$ cat src/rtl/dsi_pkg.sv
// ----------------------------------------------------------------------------
// dsi_pkg
// shared types and constants of the daylight schedule interpolator
// ----------------------------------------------------------------------------
package dsi_pkg;

	localparam int POS_W = 24;
	localparam int TIME_W = 32;
	localparam int COLOR_W = 16;
	localparam int BRI_W = 8;

	localparam logic signed [POS_W-1:0] POS_MAX = 24'sh7FFFFF;
	localparam logic signed [POS_W-1:0] POS_MIN = 24'sh800000;

	// breakpoint setting word, on in bit 40 down to x in bits 15..0
	typedef struct packed {
		logic               on;
		logic [BRI_W-1:0]   bri;
		logic [COLOR_W-1:0] y;
		logic [COLOR_W-1:0] x;
	} setting_t;

	typedef enum logic [1:0] {
		ST_EVAL   = 2'd0,
		ST_STORED = 2'd1,
		ST_SPAN   = 2'd2,
		ST_EMPTY  = 2'd3
	} status_t;

	typedef enum logic {
		ACT_LOAD = 1'b0,
		ACT_EVAL = 1'b1
	} action_t;

	typedef enum logic [1:0] {
		CFG_SUNRISE = 2'd0,
		CFG_SUNSET  = 2'd1,
		CFG_COUNT   = 2'd2
	} cfg_idx_t;

	typedef enum logic [2:0] {
		S_IDLE,
		S_DIV,
		S_READ,
		S_CMP,
		S_LERP
	} state_t;

endpackage

$ cat src/rtl/dsi_pos_div.sv
// ----------------------------------------------------------------------------
// dsi_pos_div
// restoring divider for the daylight position, one quotient bit a cycle,
// with an up-front saturation check
// ----------------------------------------------------------------------------
module dsi_pos_div import dsi_pkg::*; (
	input  logic                    clk,
	input  logic                    arst_n,
	input  logic                    start,
	input  logic                    neg,
	input  logic [TIME_W-1:0]       mag,
	input  logic [TIME_W-1:0]       span,
	output logic                    done,
	output logic signed [POS_W-1:0] pos
);

	localparam int QW = POS_W - 1;
	localparam int SH = QW - 16;
	localparam logic [4:0] STEPS = 5'(QW);

	logic              run_q;
	logic              done_q;
	logic [4:0]        cnt_q;
	logic [TIME_W-1:0] rem_q;
	logic [QW-1:0]     dvd_q;
	logic [QW-1:0]     quo_q;
	logic [TIME_W-1:0] span_q;
	logic              neg_q;
	logic              sat_q;
	logic [TIME_W:0]   trial;
	logic              ge;
	logic              sat;
	logic [POS_W-1:0]  q_ext;

	// quotient would reach 2^23 exactly when mag >= span * 2^7
	assign sat = {{SH{1'b0}}, mag} >= {span, {SH{1'b0}}};
	assign trial = {rem_q, dvd_q[QW-1]};
	assign ge = trial >= {1'b0, span_q};

	always_ff @(posedge clk or negedge arst_n) begin
		if (!arst_n) begin
			run_q <= 1'b0;
			done_q <= 1'b0;
			cnt_q <= '0;
		end else begin
			done_q <= 1'b0;
			if (start) begin
				run_q <= !sat;
				done_q <= sat;
				cnt_q <= STEPS;
			end else if (run_q) begin
				cnt_q <= cnt_q - 5'd1;
				if (cnt_q == 5'd1) begin
					run_q <= 1'b0;
					done_q <= 1'b1;
				end
			end
		end
	end

	always_ff @(posedge clk) begin
		if (start) begin
			sat_q <= sat;
			neg_q <= neg;
			span_q <= span;
			rem_q <= {{SH{1'b0}}, mag[TIME_W-1:SH]};
			dvd_q <= {mag[SH-1:0], 16'd0};
			quo_q <= '0;
		end else if (run_q) begin
			rem_q <= ge ? TIME_W'(trial - {1'b0, span_q}) : trial[TIME_W-1:0];
			dvd_q <= {dvd_q[QW-2:0], 1'b0};
			quo_q <= {quo_q[QW-2:0], ge};
		end
	end

	assign q_ext = {1'b0, quo_q};
	assign done = done_q;

	always_comb begin
		if (sat_q)
			pos = neg_q ? POS_MIN : POS_MAX;
		else
			pos = neg_q ? -$signed(q_ext) : $signed(q_ext);
	end

endmodule

$ cat config.mk
export PLATFORM = sky130hd
export DESIGN_NAME = dsi_pos_div
export DESIGN_NICKNAME = d
export VERILOG_FILES = /design/src/rtl/dsi_pkg.sv /design/src/rtl/dsi_pos_div.sv
export SDC_FILE = /design/constraint.sdc
export NUM_CORES = 1
export LEC_CHECK = 0
export BUFFER_PORTS_ARGS = -buffer_cell sky130_fd_sc_hd__buf_2
export CAP_MARGIN = 20
export CORE_AREA = 4 4 132 134
export DETAILED_ROUTE_END_ITERATION = 7
export DIE_AREA = 0 0 136 138
export GPL_TIMING_DRIVEN = 0
export HOLD_SLACK_MARGIN = 0.12
export PLACE_DENSITY = 0.73
export SLEW_MARGIN = 10
export SYNTH_ARGS = -nofsm -noshare
export SYNTH_HDL_FRONTEND = slang
export SYNTH_SLANG_ARGS = --single-unit
$ cat constraint.sdc
create_clock -name clk -period 4.3 [get_ports clk]
set_input_delay 1.29 -clock clk [delete_from_list [all_inputs] [get_ports clk]]
set_output_delay 1.29 -clock clk [all_outputs]
set_load 0.02 [all_outputs]
==> summary.txt <==
Worst hold path
  • Hold WC Path Type: flip-flop to flip-flop

STA
  • Hold Vio Cnt, Final: 0
  • RSZ-0062 raised after global routing: yes
  • Max Clk Rate: 218 MHz
  • Final slew viol count: 0
  • Setup WS post-layout: -0.288 ns
  • Final worst-path cycle share: 107%
  • Clock skew: 0.0109 ns
  • Max-slew headroom: 38.8%
  • Min Tclk post-route: 4.59 ns
  • Worst Max-Slew Pin Slew: 0.912 ns
  • Final setup viols: 7

Yosys
  • Post-synthesis sequential area ratio: 38.1%
  • Unique masters post-synth: 60
  • Main synth FF type: edfxtp_1
  • Synth async-reset ratio: 6.80%
  • Mean Syn Cell Area: 9.05 um^2
  • Syn nets: 928
  • Post-Synthesis Cells: 799
  • Most frequent cell after synthesis: nor2_1
  • Post-synth EDFFs: 66
  • Post-synth top cells: 83 x nor2_1, 72 x a21oi_1, 72 x inv_1
  • Synth top area share: 27.4%
  • Synth top area cells: edfxtp_1 27%, ha_1 10%, dfxtp_1 8.3%, a21oi_1 5.0%, nor2_1 4.3%
  • #FFs+latches synth: 103
  • Area leader, netlist: edfxtp_1
  • Synthesis warning total: 0
  • Synth Cell Area: 0.00723 mm^2

Critical path
  • Worst setup EP type: primary output
  • Setup crit start kind: flip-flop
  • Critical path required time: 3.01 ns
  • Critical path type: flip-flop to primary output
  • CP Max Fanout: 6
  • WP data arrival: 3.30 ns

Die
  • Die height: 138 um
  • FP Rows: 47
  • Die ar.: 0.0188 mm^2
  • Number of I/O pins: 93
  • Core outline area: 0.0163 mm^2
  • Starting Density: 44.4%
  • Die span in x: 136 um

Power
  • Worst IR Drop VDD: 0.276 mV
  • Leak: 3.82 nW
  • Combinational cell fraction of total power: 51.7%
  • Design internal power: 2.82 mW
  • Total power: 4.72 mW
  • Sw Pwr: 1.90 mW
  • Pwr/cell area: 559 mW/mm^2
  • Sequential Power Share: 29.4%
  • Clock share of power: 18.9%
  • Sw frac: 40.2%

Layout
  • Layout area overhead: 16.9%
  • Share of layout cells above drive strength 1: 18.1%
  • Final #Nets: 1,040
  • Fillers: 1,549
  • Final Instance Area: 0.00845 mm^2
  • Area of the multi-input gates: 0.00413 mm^2
  • Sequential Area: 0.00277 mm^2

Clock tree
  • Hold buffers post-CTS: 0
  • Clock transition at path regs: 0.07 ns
  • Cts bufs inserted: 9
  • CTS Root Cell: clkbuf_16
  • CTS tree: done
  • Clk sinks: 103
  • H-Tree Depth: 3
  • Worst-Skew Late Latency: 0.36 ns
  • Clock Tree Buf Depth: 2

Global route
  • Vias in the first global route: 5,924
  • First-pass GRT wire length: 29,000 um
  • Largest net degree at the start of global routing: 36
  • Grt ovf: 0
  • Gr usage total: 19.1%
  • Initial antenna violation count: 4

Drt
  • DR iter-0 viols: 393
  • WL/cell: 16.0 um
  • DRT antenna net count: 0
  • Remaining DRCs: 0
  • WL final: 18,200 um
  • DRT Pass-1 Iters: 5
  • Vias per cell: 5.55
  • Vias post-DR: 6,312

Place
  • Post-place instance area: 0.00797 mm^2
  • PortBufs: 92
  • Final RePlAce weighted congestion: 0.904
  • HPWL after detailed placement: 13,600 um

Job
  • Number of max-cap violations: 0

Status
  • Failing checks: setup timing
  • Status: finished, violations left
sequential cells by signal, summed over array words and instances (netlist names):
| signal | flops |
|---|---|
| sat_q | 1 |
| run_q | 1 |
| cnt_q | 5 |
| quo_q | 23 |
| span_q | 32 |
| neg_q | 1 |
| done | 1 |
| rem_q | 32 |
| dvd_q | 7 |
cell families after synthesis:
kind of cell | count (synthesis) | synth area share (%)
xor+xnor | 30 | 3.63
flops | 103 | 38.1
mux | 49 | 7.23
fa+ha+maj | 61 | 10.7
buf+inv | 106 | 5.50
compound gates | 216 | 19.0
simple gates | 234 | 15.8
worst max-delay path: stages, from the launching register on:
cell	delay, ns
dfxtp_4	0.36
or3_4	0.40
or3_4	0.35
or3_4	0.38
or3_4	0.40
nor3_4	0.22
inv_2	0.06
or3_4	0.33
a21o_1	0.17
a21oi_2	0.12
buf_4	0.15
cells in the final DEF, fill, tap and decap left out, types with 12 or more instances in the layout:
cell type / n
nand2_1: 62
buf_4: 12
inv_1: 72
dfxtp_1: 28
nand2b_1: 13
clkbuf_1: 32
edfxtp_1: 66
mux2_2: 26
ha_1: 60
buf_2: 85
xor2_1: 12
xnor2_1: 18
nor2_1: 83
mux2i_1: 23
a21oi_1: 71
a21o_1: 20
o21ai_0: 41
layout make-up:
cell class / instances / area share (%)
Multi-Input combinational cell: 590 / 48.8
Sequential cell: 103 / 32.7
Timing Repair Buffer: 101 / 6.63
Tap cell: 220 / 3.26
Inverter: 73 / 3.24
Clock buffer: 10 / 2.71
Buffer: 33 / 1.47
Clock inverter: 6 / 1.10
Antenna cell: 2 / 0.0592
power by group through the flow:
stage | Sequential [mW] | Combinational [mW] | Clock [mW]
after floorplan | 1.38 | 1.81 | 0
after global placement | 1.40 | 2.29 | 0
after detailed placement | 1.41 | 2.32 | 0
after CTS | 1.39 | 2.37 | 0.911
after global routing | 1.41 | 2.71 | 0.957
final | 1.39 | 2.44 | 0.893
timing repair:
| item | in CTS | in global routing |
|---|---|---|
| resized for setup | 11 | 15 |
| endpoints found under the setup margin | 7 | 7 |
| buffers inserted | 5 | 4 |
| pin swaps | 4 | 8 |
| endpoints found under the hold margin | 0 | 0 |
routing by layer:
layer	part of all wire [%]	wire length, um	track usage [%]
met2	46	8420	30.2
met3	6.5	1180	3.60
met4	2.2	401	6.79
met1	45	8210	26.1
met5	0.11	20	0
path summary, 6_finish.rpt:
| path | from | to | slack (ns) | cells after the start |
|---|---|---|---|---|
| worst max-delay path | quo_q[7] | pos[20] | -0.29 | 10 |
| worst min-delay path | rem_q[27] | rem_q[27] | 0.51 | 2 |
| worst max register to register | rem_q[2] | rem_q[1] | 0.47 | 10 |
| worst min register to register | rem_q[27] | rem_q[27] | 0.51 | 2 |
| max in group asynchronous | arst_n | cnt_q[2] | 3.38 | 1 |
| min in group asynchronous | arst_n | run_q | 0.75 | 1 |
stage by stage:
step,hold WS (ns),setup TNS [ns],cells,worst slack [ns],utilization [%]
detailed placement,0.495,-0.00396,1111,-0.00272,48.9
floorplan,0.470,0,799,0.0418,-
global placement,0.490,-0.0184,1111,-0.0161,48.9
global route,0.535,-2.09,1138,-0.395,51.9
finish,0.511,-1.43,1138,-0.288,51.9
CTS,0.507,-1.29,1132,-0.279,51.3
Power figures use the tool's default switching activity.
