<file path="config.mk">
export PLATFORM = sky130hd
export DESIGN_NAME = dsi_lerp
export DESIGN_NICKNAME = d
export VERILOG_FILES = /design/src/rtl/dsi_pkg.sv /design/src/rtl/dsi_lerp.sv
export SDC_FILE = /design/constraint.sdc
export NUM_CORES = 2
export LEC_CHECK = 0
export BUFFER_PORTS_ARGS = -buffer_cell sky130_fd_sc_hd__buf_2
export CAP_MARGIN = 20
export CORE_UTILIZATION = 35
export DETAILED_ROUTE_END_ITERATION = 8
export PLACE_DENSITY_LB_ADDON = 0.05
export SLEW_MARGIN = 20
export SYNTH_ARGS = -nofsm -noshare
export SYNTH_HDL_FRONTEND = slang
export SYNTH_SLANG_ARGS = --single-unit
</file>
<file path="constraint.sdc">
create_clock -name clk -period 8.8 [get_ports clk]
set_input_delay 0 -clock clk [delete_from_list [all_inputs] [get_ports clk]]
set_output_delay 0 -clock clk [all_outputs]
set_load 0.01 [all_outputs]
</file>
<file path="src/rtl/dsi_pkg.sv">
// ----------------------------------------------------------------------------
// dsi_pkg
// shared types and constants of the daylight schedule interpolator
// ----------------------------------------------------------------------------
package dsi_pkg;

	localparam int POS_W = 24;
	localparam int TIME_W = 32;
	localparam int COLOR_W = 16;
	localparam int BRI_W = 8;

	localparam logic signed [POS_W-1:0] POS_MAX = 24'sh7FFFFF;
	localparam logic signed [POS_W-1:0] POS_MIN = 24'sh800000;

	// breakpoint setting word, on in bit 40 down to x in bits 15..0
	typedef struct packed {
		logic               on;
		logic [BRI_W-1:0]   bri;
		logic [COLOR_W-1:0] y;
		logic [COLOR_W-1:0] x;
	} setting_t;

	typedef enum logic [1:0] {
		ST_EVAL   = 2'd0,
		ST_STORED = 2'd1,
		ST_SPAN   = 2'd2,
		ST_EMPTY  = 2'd3
	} status_t;

	typedef enum logic {
		ACT_LOAD = 1'b0,
		ACT_EVAL = 1'b1
	} action_t;

	typedef enum logic [1:0] {
		CFG_SUNRISE = 2'd0,
		CFG_SUNSET  = 2'd1,
		CFG_COUNT   = 2'd2
	} cfg_idx_t;

	typedef enum logic [2:0] {
		S_IDLE,
		S_DIV,
		S_READ,
		S_CMP,
		S_LERP
	} state_t;

endpackage

</file>
<file path="src/rtl/dsi_lerp.sv">
// ----------------------------------------------------------------------------
// dsi_lerp
// three-lane linear interpolation: one multiply, then a shared-count
// restoring divide of 16 steps in each lane
// ----------------------------------------------------------------------------
module dsi_lerp import dsi_pkg::*; (
	input  logic             clk,
	input  logic             arst_n,
	input  logic             start,
	input  setting_t         lo,
	input  setting_t         hi,
	input  logic [POS_W-1:0] off,
	input  logic [POS_W-1:0] span,
	output logic             done,
	output setting_t         res
);

	localparam int LANES = 3;
	localparam int PW = COLOR_W + POS_W;
	localparam logic [4:0] STEPS = 5'(COLOR_W);

	logic               mul_q;
	logic               run_q;
	logic               done_q;
	logic [4:0]         cnt_q;
	logic [POS_W-1:0]   off_q;
	logic [POS_W-1:0]   d_q;
	logic               on_q;
	logic [COLOR_W-1:0] lo_v [LANES];
	logic [COLOR_W-1:0] hi_v [LANES];
	logic [COLOR_W-1:0] base_q [LANES];
	logic [COLOR_W-1:0] mag_q [LANES];
	logic               neg_q [LANES];
	logic [POS_W-1:0]   rem_q [LANES];
	logic [COLOR_W-1:0] dvd_q [LANES];
	logic [COLOR_W-1:0] quo_q [LANES];
	logic [PW-1:0]      prod [LANES];
	logic [POS_W:0]     trial [LANES];
	logic               ge [LANES];
	logic [COLOR_W-1:0] out_v [LANES];

	assign lo_v[0] = lo.x;
	assign lo_v[1] = lo.y;
	assign lo_v[2] = {{(COLOR_W-BRI_W){1'b0}}, lo.bri};
	assign hi_v[0] = hi.x;
	assign hi_v[1] = hi.y;
	assign hi_v[2] = {{(COLOR_W-BRI_W){1'b0}}, hi.bri};

	always_comb begin
		for (int i = 0; i < LANES; i++) begin
			prod[i] = PW'(mag_q[i]) * PW'(off_q);
			trial[i] = {rem_q[i], dvd_q[i][COLOR_W-1]};
			ge[i] = trial[i] >= {1'b0, d_q};
			out_v[i] = neg_q[i] ? base_q[i] - quo_q[i] : base_q[i] + quo_q[i];
		end
	end

	always_ff @(posedge clk or negedge arst_n) begin
		if (!arst_n) begin
			mul_q <= 1'b0;
			run_q <= 1'b0;
			done_q <= 1'b0;
			cnt_q <= '0;
		end else begin
			done_q <= 1'b0;
			mul_q <= start;
			if (mul_q) begin
				run_q <= 1'b1;
				cnt_q <= STEPS;
			end else if (run_q) begin
				cnt_q <= cnt_q - 5'd1;
				if (cnt_q == 5'd1) begin
					run_q <= 1'b0;
					done_q <= 1'b1;
				end
			end
		end
	end

	always_ff @(posedge clk) begin
		if (start) begin
			off_q <= off;
			d_q <= span;
			on_q <= lo.on;
		end
		for (int i = 0; i < LANES; i++) begin
			if (start) begin
				base_q[i] <= lo_v[i];
				neg_q[i] <= hi_v[i] < lo_v[i];
				mag_q[i] <= (hi_v[i] < lo_v[i]) ? lo_v[i] - hi_v[i] : hi_v[i] - lo_v[i];
			end else if (mul_q) begin
				// quotient stays below 2^16 since off <= span
				rem_q[i] <= prod[i][PW-1:COLOR_W];
				dvd_q[i] <= prod[i][COLOR_W-1:0];
				quo_q[i] <= '0;
			end else if (run_q) begin
				rem_q[i] <= ge[i] ? POS_W'(trial[i] - {1'b0, d_q}) : trial[i][POS_W-1:0];
				dvd_q[i] <= {dvd_q[i][COLOR_W-2:0], 1'b0};
				quo_q[i] <= {quo_q[i][COLOR_W-2:0], ge[i]};
			end
		end
	end

	assign done = done_q;
	assign res.x = out_v[0];
	assign res.y = out_v[1];
	assign res.bri = out_v[2][BRI_W-1:0];
	assign res.on = on_q;

endmodule

</file>
==> impl_metrics.py <==
metrics = {
    "status": {
        "status": "finished clean",
    },
    "routing": {
        "vias_per_cell": 4.91,
        "wire_per_inst_microns": 20.0,
        "vias": 41200,
        "ant_nets": 0,
        "firstDrtPassIters": 5,
        "totalWireLength_microns": 168000,
        "drc": 0,
        "drt_iter0_drc": 1904,
    },
    "clock_tree": {
        "htreeDepth": 2,
        "clockRootBuffer": "clkbuf_16",
        "clkTransAtPathRegs_ps": 60,
        "cts_tree": "done",
        "clock_latency_ps": 640,
        "cts.sinks": 301,
        "cts_buffers": 44,
        "clockBufferDepth": 3,
        "cts_setup_buffers": 0,
    },
    "grt": {
        "grt_pass1_wl_microns": 264000,
        "grt_max_degree": 92,
        "grtUsageMet2_pct": 37.4,
        "grt_antenna_before_repair": 13,
        "use_met1_pct": 28.6,
        "overflow": 0,
        "grt-busiest-layer": "met2",
        "grt_use_total_pct": 21.3,
        "grt_pass1_vias": 44100,
        "met3_usage_pct": 1.91,
    },
    "placement": {
        "dpl.hpwl_microns": 134000,
        "pre_cts_ws_ps": 1050,
        "placedCellCount": 8172,
        "gp_congestion": 0.829,
        "portBuffers": 173,
    },
    "min_path": {
        "hold_start": "hi[9]",
        "whs_path_depth": 3,
        "worstHoldEndpoint": "mag_q[0][9]",
        "min_path_type": "input port to flip-flop",
    },
    "worst_setup_path": {
        "end_kind": "flip-flop",
        "cp_top_family": "adder cells",
        "worstSetupStartpointType": "flip-flop",
        "cp.required_ps": 9190,
        "cp_cell_sequence": "buf_12 > nand2_1 > fa_1 > fa_1 > fa_1 > inv_1 > fa_1 > fa_1 > inv_1 > fa_1 > inv_1 > ha_1 > and3_1 > nand2_1 > nor2_1 > o2111ai_1 > a31oi_1 > o21ai_0 > a21oi_1 > a21boi_0 > o21ai_0 > mux2i_1 > o21ai_1",
        "crit_cells": 23,
        "crit_path_max_fanout": 16,
        "r2r_slack_ps": 1080,
        "critPathKind": "flip-flop to flip-flop",
        "r2r-end": "rem_q[0][21]",
        "worstPathArrival_ps": 8110,
        "regToRegStartpoint": "off_q[17]",
        "worst_path_most_repeated_cell": "fa_1",
        "cpMaxStageDelayCell": "edfxtp_1",
        "cp_num_buf_inv": 4,
        "rr_worst_depth": 23,
        "critPathMaxStageDelay_ps": 1080,
    },
    "run": {
        "max_cap_viol_count": 0,
    },
    "sta": {
        "setup_ws_ps": 1080,
        "fmax_mhz": 130,
        "relSlewSlack_pct": 21.0,
        "setup_violations": 0,
        "clock_skew_ps": 42.3,
        "finalHoldViolCount": 0,
        "worstMarginPinSlew_ps": 1190,
        "setup_tns_ps": 0,
        "finalMaxSlewViolations": 0,
        "min_period_over_period_pct": 87.7,
        "rsz0062_at_grt": "no",
        "period_minus_slack_ps": 7720,
    },
    "cells_and_area": {
        "fin_nets": 7844,
        "final_cells": 8382,
        "layout-drive-gt1-share_pct": 6.19,
        "synthToLayoutAreaGrowth_pct": 11.5,
    },
    "die": {
        "die_area_sq_um": 161000,
        "die_w_microns": 401,
        "core-area_sq_um": 157000,
        "rows": 145,
        "die_height_microns": 401,
        "start_util_pct": 35.4,
        "io_pins": 175,
    },
    "synth": {
        "ys_types": 80,
        "synth_commonest_cells": "1,200 x inv_1, 892 x fa_1, 797 x nand2_1",
        "yosysTopAreaCellShare_pct": 32.1,
        "synthCells": 6080,
        "synthesis.area_sq_um": 55700,
        "synth.most_common_cell": "inv_1",
        "ys_top_cells_by_area": "fa_1 32%, edfxtp_1 16%, ha_1 12%",
        "synth-seq-area-share_pct": 16.1,
        "ys_ff_latch": 301,
        "syn_area_per_cell_sq_um": 9.16,
        "synth_top_cell_by_area": "fa_1",
        "synth_edf_count": 292,
        "ys_warn_count": 0,
        "syn_nets": 7644,
        "async_flop_share_pct": 2.66,
        "ys.flop_type": "edfxtp_1",
    },
}
-- stage by stage --
step                      hold slack (ps)  util (%)  instance area, sq um
after floorplan                      -296         -                 55700
after global placement               -139      37.7                 59300
after detailed placement             -142      37.8                 59400
after CTS                            1.21      39.5                 62000
after global routing                 50.6      39.5                 62100
final                                37.6      39.5                 62100
-- sequential cells by signal, indices dropped and copies added (netlist names) --
name	cells
base_q	40
cnt_q	5
d_q	24
done	1
dvd_q	48
mag_q	41
mul_q	1
neg_q	3
off_q	24
on_q	1
quo_q	40
rem_q	72
run_q	1
-- what timing repair did --
item,in CTS,in global routing
hold buffers,119,0
hold endpoints to repair,127,0
gates resized for setup,0,0
-- layout by cell type (no fill, tap or decap), drive strengths merged, types with 8 or more instances in the layout --
| cell type | instances |
|---|---|
| a211o | 12 |
| a211oi | 14 |
| a21boi | 16 |
| a21o | 142 |
| a21oi | 235 |
| a221oi | 8 |
| a31oi | 35 |
| and2 | 463 |
| and3 | 26 |
| buf | 295 |
| clkbuf | 49 |
| clkinv | 20 |
| dfrtp | 8 |
| diode | 10 |
| dlygate4sd3 | 119 |
| edfxtp | 292 |
| fa | 892 |
| ha | 539 |
| inv | 1202 |
| mux2i | 62 |
| nand2 | 797 |
| nand2b | 41 |
| nand3 | 28 |
| nand4 | 21 |
| nor2 | 198 |
| nor2b | 38 |
| nor3 | 37 |
| nor4 | 8 |
| o211ai | 42 |
| o21a | 23 |
| o21ai | 210 |
| o21bai | 35 |
| o31ai | 12 |
| or3 | 13 |
| xnor2 | 179 |
| xor2 | 96 |
-- worst max path at each step --
stage | slack [ps] | start | endpoint
2_1_floorplan | 900 | run_q | dvd_q[0][0]
6_report | 1080 | off_q[17] | rem_q[0][21]
5_1_grt | 600 | off_q[12] | rem_q[0][21]
4_1_cts | 1040 | off_q[12] | rem_q[2][18]
3_5_place_dp | 1050 | off_q[12] | rem_q[1][18]
3_3_place_gp | 910 | off_q[8] | rem_q[0][21]
-- worst register-to-register path, delay by kind of cell, from the launching register on --
kind	cells	cell delay (ps)
adders and majority gates	7	3470
AOI/OAI and AO/OA	7	1700
DFF	1	1080
buffers and inverters	4	460
muxes	1	220
and+or+nand+nor	4	590
-- cell type report --
| type | count | area [sq um] |
|---|---|---|
| clock inverters | 31 | 354 |
| clock buffers | 49 | 1120 |
| flip-flops and latches | 301 | 8990 |
| well taps | 2058 | 2570 |
| fillers | 16000 | 95000 |
| inverters | 1200 | 4500 |
| multi-input cells | 4319 | 41200 |
| repair buffers | 414 | 3280 |
| diodes | 10 | 25.0 |
-- routing by layer --
metal  vias to the layer above  part of all wire (%)
li1                      19500                     -
met1                     20900                    45
met2                       631                    49
met3                       128                   3.3
met4                         2                   1.9
met5                         -                0.0077
-- cell families (layout without fill, tap and decap cells) --
family / after synthesis / in the layout / synth area share (%)
fa+ha+maj: 1434 / 1434 / 44.2
compound gates: 842 / 842 / 9.57
simple gates: 1701 / 1701 / 14.6
xor+xnor: 275 / 275 / 4.33
other cells: 0 / 10 / 0
mux: 67 / 67 / 1.22
buf+inv: 1460 / 1694 / 9.88
flops: 301 / 301 / 16.1
Power is left out: the tool's default activity adds up to more than one toggle a clock period on the data nets, which glitch-free logic cannot reach.
