**src/rtl/dsi_pkg.sv**
```systemverilog
// ----------------------------------------------------------------------------
// dsi_pkg
// shared types and constants of the daylight schedule interpolator
// ----------------------------------------------------------------------------
package dsi_pkg;

	localparam int POS_W = 24;
	localparam int TIME_W = 32;
	localparam int COLOR_W = 16;
	localparam int BRI_W = 8;

	localparam logic signed [POS_W-1:0] POS_MAX = 24'sh7FFFFF;
	localparam logic signed [POS_W-1:0] POS_MIN = 24'sh800000;

	// breakpoint setting word, on in bit 40 down to x in bits 15..0
	typedef struct packed {
		logic               on;
		logic [BRI_W-1:0]   bri;
		logic [COLOR_W-1:0] y;
		logic [COLOR_W-1:0] x;
	} setting_t;

	typedef enum logic [1:0] {
		ST_EVAL   = 2'd0,
		ST_STORED = 2'd1,
		ST_SPAN   = 2'd2,
		ST_EMPTY  = 2'd3
	} status_t;

	typedef enum logic {
		ACT_LOAD = 1'b0,
		ACT_EVAL = 1'b1
	} action_t;

	typedef enum logic [1:0] {
		CFG_SUNRISE = 2'd0,
		CFG_SUNSET  = 2'd1,
		CFG_COUNT   = 2'd2
	} cfg_idx_t;

	typedef enum logic [2:0] {
		S_IDLE,
		S_DIV,
		S_READ,
		S_CMP,
		S_LERP
	} state_t;

endpackage

```
**src/rtl/dsi_table.sv**
```systemverilog
// ----------------------------------------------------------------------------
// dsi_table
// breakpoint store: position and setting memories, one write and one
// registered read port each
// ----------------------------------------------------------------------------
module dsi_table import dsi_pkg::*; #(
	parameter int DEPTH = 16,
	parameter int AW = 4
) (
	input  logic                    clk,
	input  logic                    wr_en,
	input  logic [AW-1:0]           wr_addr,
	input  logic signed [POS_W-1:0] wr_pos,
	input  setting_t                wr_set,
	input  logic [AW-1:0]           rd_addr,
	output logic signed [POS_W-1:0] rd_pos,
	output setting_t                rd_set
);

	logic signed [POS_W-1:0] pos_mem [DEPTH];
	setting_t                set_mem [DEPTH];

	always_ff @(posedge clk) begin
		if (wr_en) begin
			pos_mem[wr_addr] <= wr_pos;
			set_mem[wr_addr] <= wr_set;
		end
	end

	always_ff @(posedge clk) begin
		rd_pos <= pos_mem[rd_addr];
		rd_set <= set_mem[rd_addr];
	end

endmodule

```
**config.mk**
```make
export PLATFORM = sky130hd
export DESIGN_NAME = dsi_table
export DESIGN_NICKNAME = d
export VERILOG_FILES = /design/src/rtl/dsi_pkg.sv /design/src/rtl/dsi_table.sv
export SDC_FILE = /design/constraint.sdc
export NUM_CORES = 1
export LEC_CHECK = 0
export CORE_ASPECT_RATIO = 0.9
export CORE_UTILIZATION = 40
export DETAILED_ROUTE_END_ITERATION = 6
export DONT_BUFFER_PORTS = 1
export GPL_TIMING_DRIVEN = 0
export HOLD_SLACK_MARGIN = 0.12
export PLACE_DENSITY_LB_ADDON = 0.1
export SYNTH_ARGS = -nofsm -noshare
export SYNTH_HDL_FRONTEND = slang
export SYNTH_SLANG_ARGS = --single-unit
```
**constraint.sdc**
```tcl
create_clock -name clk -period 12.5 [get_ports clk]
set_input_delay 1.875 -clock clk [delete_from_list [all_inputs] [get_ports clk]]
set_output_delay 1.875 -clock clk [all_outputs]
set_load 0.1 [all_outputs]
```
==> impl_metrics.py, run 1 <==
metrics = {
    "floorplanning": {
        "start_util_pct": 40.6,
        "dieArea_sq_um": 102000,
        "die_y_um": 303,
        "die_x_um": 336,
        "fp-row-count": 109,
        "num_io_pins": 140,
        "core_sq_um": 99000,
    },
    "sta": {
        "rsz0062_at_grt": "no",
        "clock_skew_ns": 0.0271,
        "maxSlewHeadroom_pct": 6.58,
        "worst_slew_pin_slew_ns": 1.40,
        "hold_violations": 0,
        "fin_crit_ns": 3.81,
        "setup_tns_ns": 0,
        "layout_setup_ws_ns": 8.69,
        "drv_slew": 0,
        "fmax_mhz": 262,
        "setup_viol": 0,
        "min_period_over_period_pct": 30.5,
    },
    "final_layout": {
        "fin_area_sq_um": 47100,
        "nets": 1935,
        "finish.utilization_pct": 47.6,
        "syn2layout_area_growth_pct": 17.1,
        "drive_gt1_share_pct": 29.2,
        "num-fill-cells": 8066,
    },
    "setup_path": {
        "r2r_cells": 3,
        "worstSetupEndpoint": "rd_set[40]$_DFF_P_",
        "cp-start-kind": "input pin",
        "critical_path_required_ns": 12.99,
        "crit_path_end_kind": "flip-flop",
        "crit_type": "input pin to flip-flop",
        "cp_max_fo": 10,
        "critPathLaunch": "rd_addr[1]",
        "regToRegEndpoint": "rd_set[40]$_DFF_P_",
        "r2r_start": "set_mem[9][40]$_DFFE_PP_",
        "arrival_ns": 4.31,
        "r2r_slack_ns": 11.01,
    },
    "synthesis": {
        "syn-num-nets": 1748,
        "async_flop_share_pct": 0,
        "synth_seq_cells": 1105,
        "syn-instance-count": 1673,
        "dominantRegCellSynth": "edfxtp_1",
        "synth_edf_count": 1040,
        "synth_seq_area_share_pct": 80.8,
        "yosys.cell_types.count": 19,
        "ys_warn_count": 0,
        "avgSynthCellArea_sq_um": 24.1,
        "syn-cell-area_sq_um": 40200,
    },
    "routing": {
        "dr.first_iter.drc_count": 1679,
        "route.final.wire_length_mm": 92.5,
        "drc_errors": 0,
        "viasPerCell": 5.44,
        "ant_nets": 0,
        "firstDrtPassIters": 4,
        "vias": 17912,
        "wire_per_inst_um": 28.1,
    },
    "clock_tree": {
        "ctsResizeCount": 0,
        "cts_buffers": 115,
        "cts_tree": "yes",
        "cts_max_level": 3,
        "clkSlewWorstSetupHoldPaths_ns": 0.06,
        "cts.sinks": 1105,
        "postCtsSetupBuffers": 0,
        "insertion_delay_ns": 0.70,
        "clockBufferDepth": 3,
        "root_buffer": "clkbuf_16",
        "holdBufCountCts": 0,
    },
    "run_status": {
        "status": "complete, no violations",
    },
    "place": {
        "dpl_cell_area_sq_um": 43200,
        "routabilityCongestion": 0.682,
        "portBuffers": 0,
        "place.detailed.hpwl_mm": 58.8,
        "dp_slack_ns": 7.91,
    },
    "grt": {
        "grt.overflow.total": 0,
        "grt_max_degree": 24,
        "antenna_found_initial": 2,
        "gr-usage-all-layers_pct": 18.5,
        "grt_pass1_vias": 19026,
        "grt_pass1_wl_mm": 133,
    },
    "power_and_ir_drop": {
        "power_density_nw_per_um2": 174,
        "leakage_nw": 14.9,
        "irDropWorstVdd_uv": 106,
    },
    "hold_path": {
        "min-delay-start": "pos_mem[12][3]$_DFFE_PP_",
        "hold_path.class": "flip-flop to flip-flop",
    },
    "job": {
        "maxCapViolCount": 0,
    },
}
[layer usage]
metal	vias to the layer above	track usage (%)	part of all wire (%)
li1	7556	-	-
met3	129	4.07	6.4
met1	9728	26.7	45
met2	499	28.6	47
met4	0	4.56	1.9
met5	-	0	0
[placed cells by master (no fill, tap or decap)]
| master | count |
|---|---|
| nor3_2 | 4 |
| nand2_1 | 66 |
| clkbuf_1 | 53 |
| nand2b_1 | 2 |
| edfxtp_1 | 1040 |
| buf_8 | 5 |
| or3b_1 | 1 |
| mux4_2 | 260 |
| buf_16 | 6 |
| nor2_4 | 12 |
| bufinv_16 | 17 |
| dfxtp_1 | 65 |
| inv_6 | 1 |
| nor2b_1 | 2 |
| diode_2 | 2 |
| buf_2 | 22 |
| clkbuf_8 | 11 |
| buf_12 | 30 |
| clkinvlp_4 | 7 |
| clkinv_1 | 17 |
| and2_1 | 1 |
| buf_4 | 12 |
| a22oi_1 | 130 |
| nor2_1 | 1 |
| nand3b_1 | 2 |
| buf_1 | 5 |
| clkinv_8 | 3 |
| buf_6 | 40 |
| clkinv_2 | 24 |
| nand3_1 | 1 |
| clkbuf_16 | 118 |
[cells by family (layout without fill, tap and decap cells)]
kind of cell,count (synthesis),after routing,synth area share [%]
other cells,0,2,0
simple gates,92,92,0.936
flops,1105,1105,80.8
mux,260,260,14.6
compound gates,130,130,2.43
buf+inv,86,371,1.25
[worst min path at each step]
stage | endpoint | cells after the start
3_5_place_dp | rd_pos[3]$_DFF_P_ | 3
4_1_cts | rd_pos[3]$_DFF_P_ | 3
2_1_floorplan | rd_pos[0]$_DFF_P_ | 3
5_1_grt | rd_pos[3]$_DFF_P_ | 3
6_report | rd_pos[3]$_DFF_P_ | 3
3_3_place_gp | rd_set[34]$_DFF_P_ | 3
[state kept, by name, indices dropped and copies added, names as in the netlist]
register / cells
rd_set: 41
rd_pos: 24
set_mem: 656
pos_mem: 384
[Yosys cell counts (4+ instances only)]
library cell	count	area, sq um
mux4_2	260	5860
nand2_1	66	248
edfxtp_1	1040	31200
buf_4	7	52.6
nor2_1	13	48.8
dfxtp_1	65	1300
buf_2	22	110
nor3_1	4	20.0
buf_1	5	18.8
clkbuf_1	36	135
a22oi_1	130	976
buf_6	14	158
[worst max-delay path: stages]
cell and delay (ns):
buf_2 0.31, clkbuf_1 0.81, buf_2 0.48, mux4_2 0.36, a22oi_1 0.21, nand2_1 0.24
[stage by stage]
stage,power (mW),cells,hold slack (ns)
after global placement,4.73,3005,0.668
after CTS,8.28,3290,0.673
after detailed placement,4.74,3075,0.661
after global routing,8.43,3290,0.692
after floorplan,4.62,1673,0.635
final,8.19,3292,0.662
[area by class of cell]
class                           count  area (sq um)  area share (%)
Antenna cell                        2          5.00          0.0106
Buffer                             86           504            1.07
Clock buffer                      146          3170            6.72
Clock inverter                     69           805            1.71
Multi-Input combinational cell    482          7320            15.5
Sequential cell                  1105         32500            69.0
Tap cell                         1332          1670            3.54
Timing Repair Buffer               70          1140            2.42
[power breakdown]
part	leakage, nW	switching (mW)	internal, mW
clock	1.94	1.40	2.13
combinational	3.01	0.171	0.134
sequential	9.94	0.205	4.14
total	14.9	1.78	6.41
Power figures use the tool's default switching activity.
==> inputs of run 2 (changes only) <==
Clock period 12.5 ns to 4 ns, I/O delays scaled along.
==> run 2 against run 1 <==
- hold slack worse by 0.49 ns
- cell area up 1.4%
- non-clock buffer count up 55
- critical path depth unchanged
- combinational power rose to 3.8 times the previous value
- clock skew down 0.0046 ns
- first-iteration DRC count up 2.0%
- worst setup slack worse by 7.2 ns
- sequential share of layout area down 0.95 points
- via count up 2.1%
- cell count up 1.6%
- largest cell class unchanged
==> impl_metrics.py, run 2 (same netlist as run 1, synthesis figures left out) <==
metrics = {
    "setup_path": {
        "regToRegEndpoint": "rd_set[15]$_DFF_P_",
        "critical_path_required_ns": 4.49,
        "r2r_start": "set_mem[11][15]$_DFFE_PP_",
        "worstPathCellList": "buf_2, clkbuf_1, buf_2, mux4_2, a22oi_1, nand2_1",
        "path_buf_inv": 3,
        "critPathSlowestCell": "clkbuf_1",
        "arrival_ns": 2.98,
        "crit_path_end_kind": "flip-flop",
        "cpPeakStageDelay_ns": 0.82,
        "r2r_slack_ns": 2.53,
        "cpMostUsedCell": "buf_2",
        "r2r_cells": 3,
        "crit_type": "input pin to flip-flop",
        "cp_max_fo": 10,
        "critical-path-top-delay-family": "buffers and inverters",
        "cp-start-kind": "input pin",
    },
    "power_and_ir_drop": {
        "power_density_nw_per_um2": 528,
        "irDropWorstVdd_uv": 322,
        "leakage_nw": 15.1,
        "total_power_mw": 25.2,
    },
    "floorplanning": {
        "num_io_pins": 140,
        "die_y_um": 303,
        "start_util_pct": 40.6,
        "die_x_um": 336,
        "dieArea_sq_um": 102000,
        "fp-row-count": 109,
        "core_sq_um": 99000,
    },
    "final_layout": {
        "syn2layout_area_growth_pct": 18.8,
        "largest_reg_flops": 656,
        "finish.utilization_pct": 48.3,
        "layout_commonest_cell": "edfxtp_1",
        "nets": 1987,
        "reg_top3": "set_mem x656, pos_mem x384, rd_set x41",
        "fin_area_sq_um": 47800,
        "drive_gt1_share_pct": 26.7,
        "largest-register": "set_mem",
        "mostFrequentLayoutCells": "1040 x edfxtp_1, 260 x mux4_2, 130 x a22oi_1",
    },
    "clock_tree": {
        "root_buffer": "clkbuf_16",
        "clockBufferDepth": 3,
        "cts_buffers": 112,
        "cts_tree": "yes",
        "insertion_delay_ns": 0.68,
        "clkSlewWorstSetupHoldPaths_ns": 0.06,
        "cts_max_level": 3,
        "cts.sinks": 1105,
        "ctsResizeCount": 0,
        "postCtsSetupBuffers": 0,
    },
    "place": {
        "dpl_cell_area_sq_um": 43400,
        "routabilityCongestion": 0.689,
        "portBuffers": 0,
        "place.detailed.hpwl_mm": 59.9,
    },
    "routing": {
        "ant_nets": 0,
        "firstDrtPassIters": 5,
        "viasPerCell": 5.47,
        "vias": 18288,
        "wire_per_inst_um": 28.5,
        "drc_errors": 0,
        "route.final.wire_length_mm": 95.2,
        "dr.first_iter.drc_count": 1713,
    },
    "job": {
        "maxCapViolCount": 0,
    },
    "sta": {
        "clock_skew_ns": 0.0225,
        "setup_viol": 0,
        "worst_slew_pin_slew_ns": 1.27,
        "min_period_over_period_pct": 62.2,
        "drv_slew": 0,
        "rsz0062_at_grt": "no",
        "fmax_mhz": 402,
        "fin_crit_ns": 2.49,
        "maxSlewHeadroom_pct": 15.2,
        "hold_violations": 0,
        "setup_tns_ns": 0,
    },
    "hold_path": {
        "min-delay-start": "wr_addr[0]",
        "whs_endpoint": "set_mem[12][12]$_DFFE_PP_",
        "hold_depth": 1,
        "hold_path.class": "input pin to flip-flop",
    },
    "grt": {
        "grt.overflow.total": 0,
        "grt_max_degree": 22,
        "grt_util_met2_pct": 29.7,
        "grt_pass1_vias": 19208,
        "antenna_found_initial": 9,
        "grtUsageMet3_pct": 3.16,
        "grt_pass1_wl_mm": 138,
        "grt_use_met1_pct": 28.3,
        "top_usage_layer": "met2",
        "gr-usage-all-layers_pct": 19.1,
    },
    "run_status": {
        "status": "complete, no violations",
    },
}
==> run 2: cell types whose count changed in the layout (fill, tap and decap cells not counted), moves of 4 or more <==
cell / delta
dlygate4sd3_1: +65
buf_6: -26
buf_16: +24
clkbuf_1: +24
clkinv_2: -8
bufinv_16: -6
buf_12: -5
buf_4: -5
clkinvlp_4: -5
nor3_2: -4
nor3_4: +4
==> run 2: cell type report <==
class	count	area, sq um
Fill cell	8113	51200
Sequential cell	1105	32500
Multi-Input combinational cell	482	7340
Clock buffer	166	3180
Timing Repair Buffer	125	2050
Tap cell	1332	1670
Clock inverter	47	510
Buffer	86	504
Antenna cell	3	7.51
==> run 2: power breakdown <==
group | internal [mW] | switching, mW | total (mW) | leakage, nW
clock | 6.19 | 4.31 | 10.5 | 1.80
combinational | 0.472 | 0.688 | 1.16 | 3.36
sequential | 12.9 | 0.643 | 13.6 | 9.94
==> run 2: worst max-delay path by stage <==
stage	start	endpoint	cells past startpoint
final	rd_addr[1]	rd_pos[1]$_DFF_P_	6
after global routing	rd_addr[1]	rd_pos[1]$_DFF_P_	6
after floorplan	wr_addr[3]	pos_mem[1][0]$_DFFE_PP_	2
after global placement	wr_addr[3]	set_mem[1][40]$_DFFE_PP_	2
after CTS	rd_addr[1]	rd_set[15]$_DFF_P_	6
after detailed placement	rd_addr[1]	rd_set[15]$_DFF_P_	6
==> run 2: layer usage <==
layer | wire length (um) | vias to the layer above
met5 | 51 | -
met4 | 1950 | 8
met3 | 4570 | 136
met2 | 44900 | 477
met1 | 43800 | 9978
li1 | - | 7689
==> run 2: what timing repair did <==
item,CTS,global route
hold buffers,65,0
endpoints found under the setup margin,0,0
hold endpoints to repair,1040,0
==> run 2: through the flow <==
step | hold slack (ns) | instances | setup slack, ns
2_1_floorplan | 0.635 | 1673 | -0.290
3_3_place_gp | 0.673 | 3005 | -4.33
3_5_place_dp | 0.669 | 3065 | 0.732
4_1_cts | 0.121 | 3343 | 1.48
5_1_grt | 0.138 | 3344 | 1.45
6_report | 0.172 | 3346 | 1.51
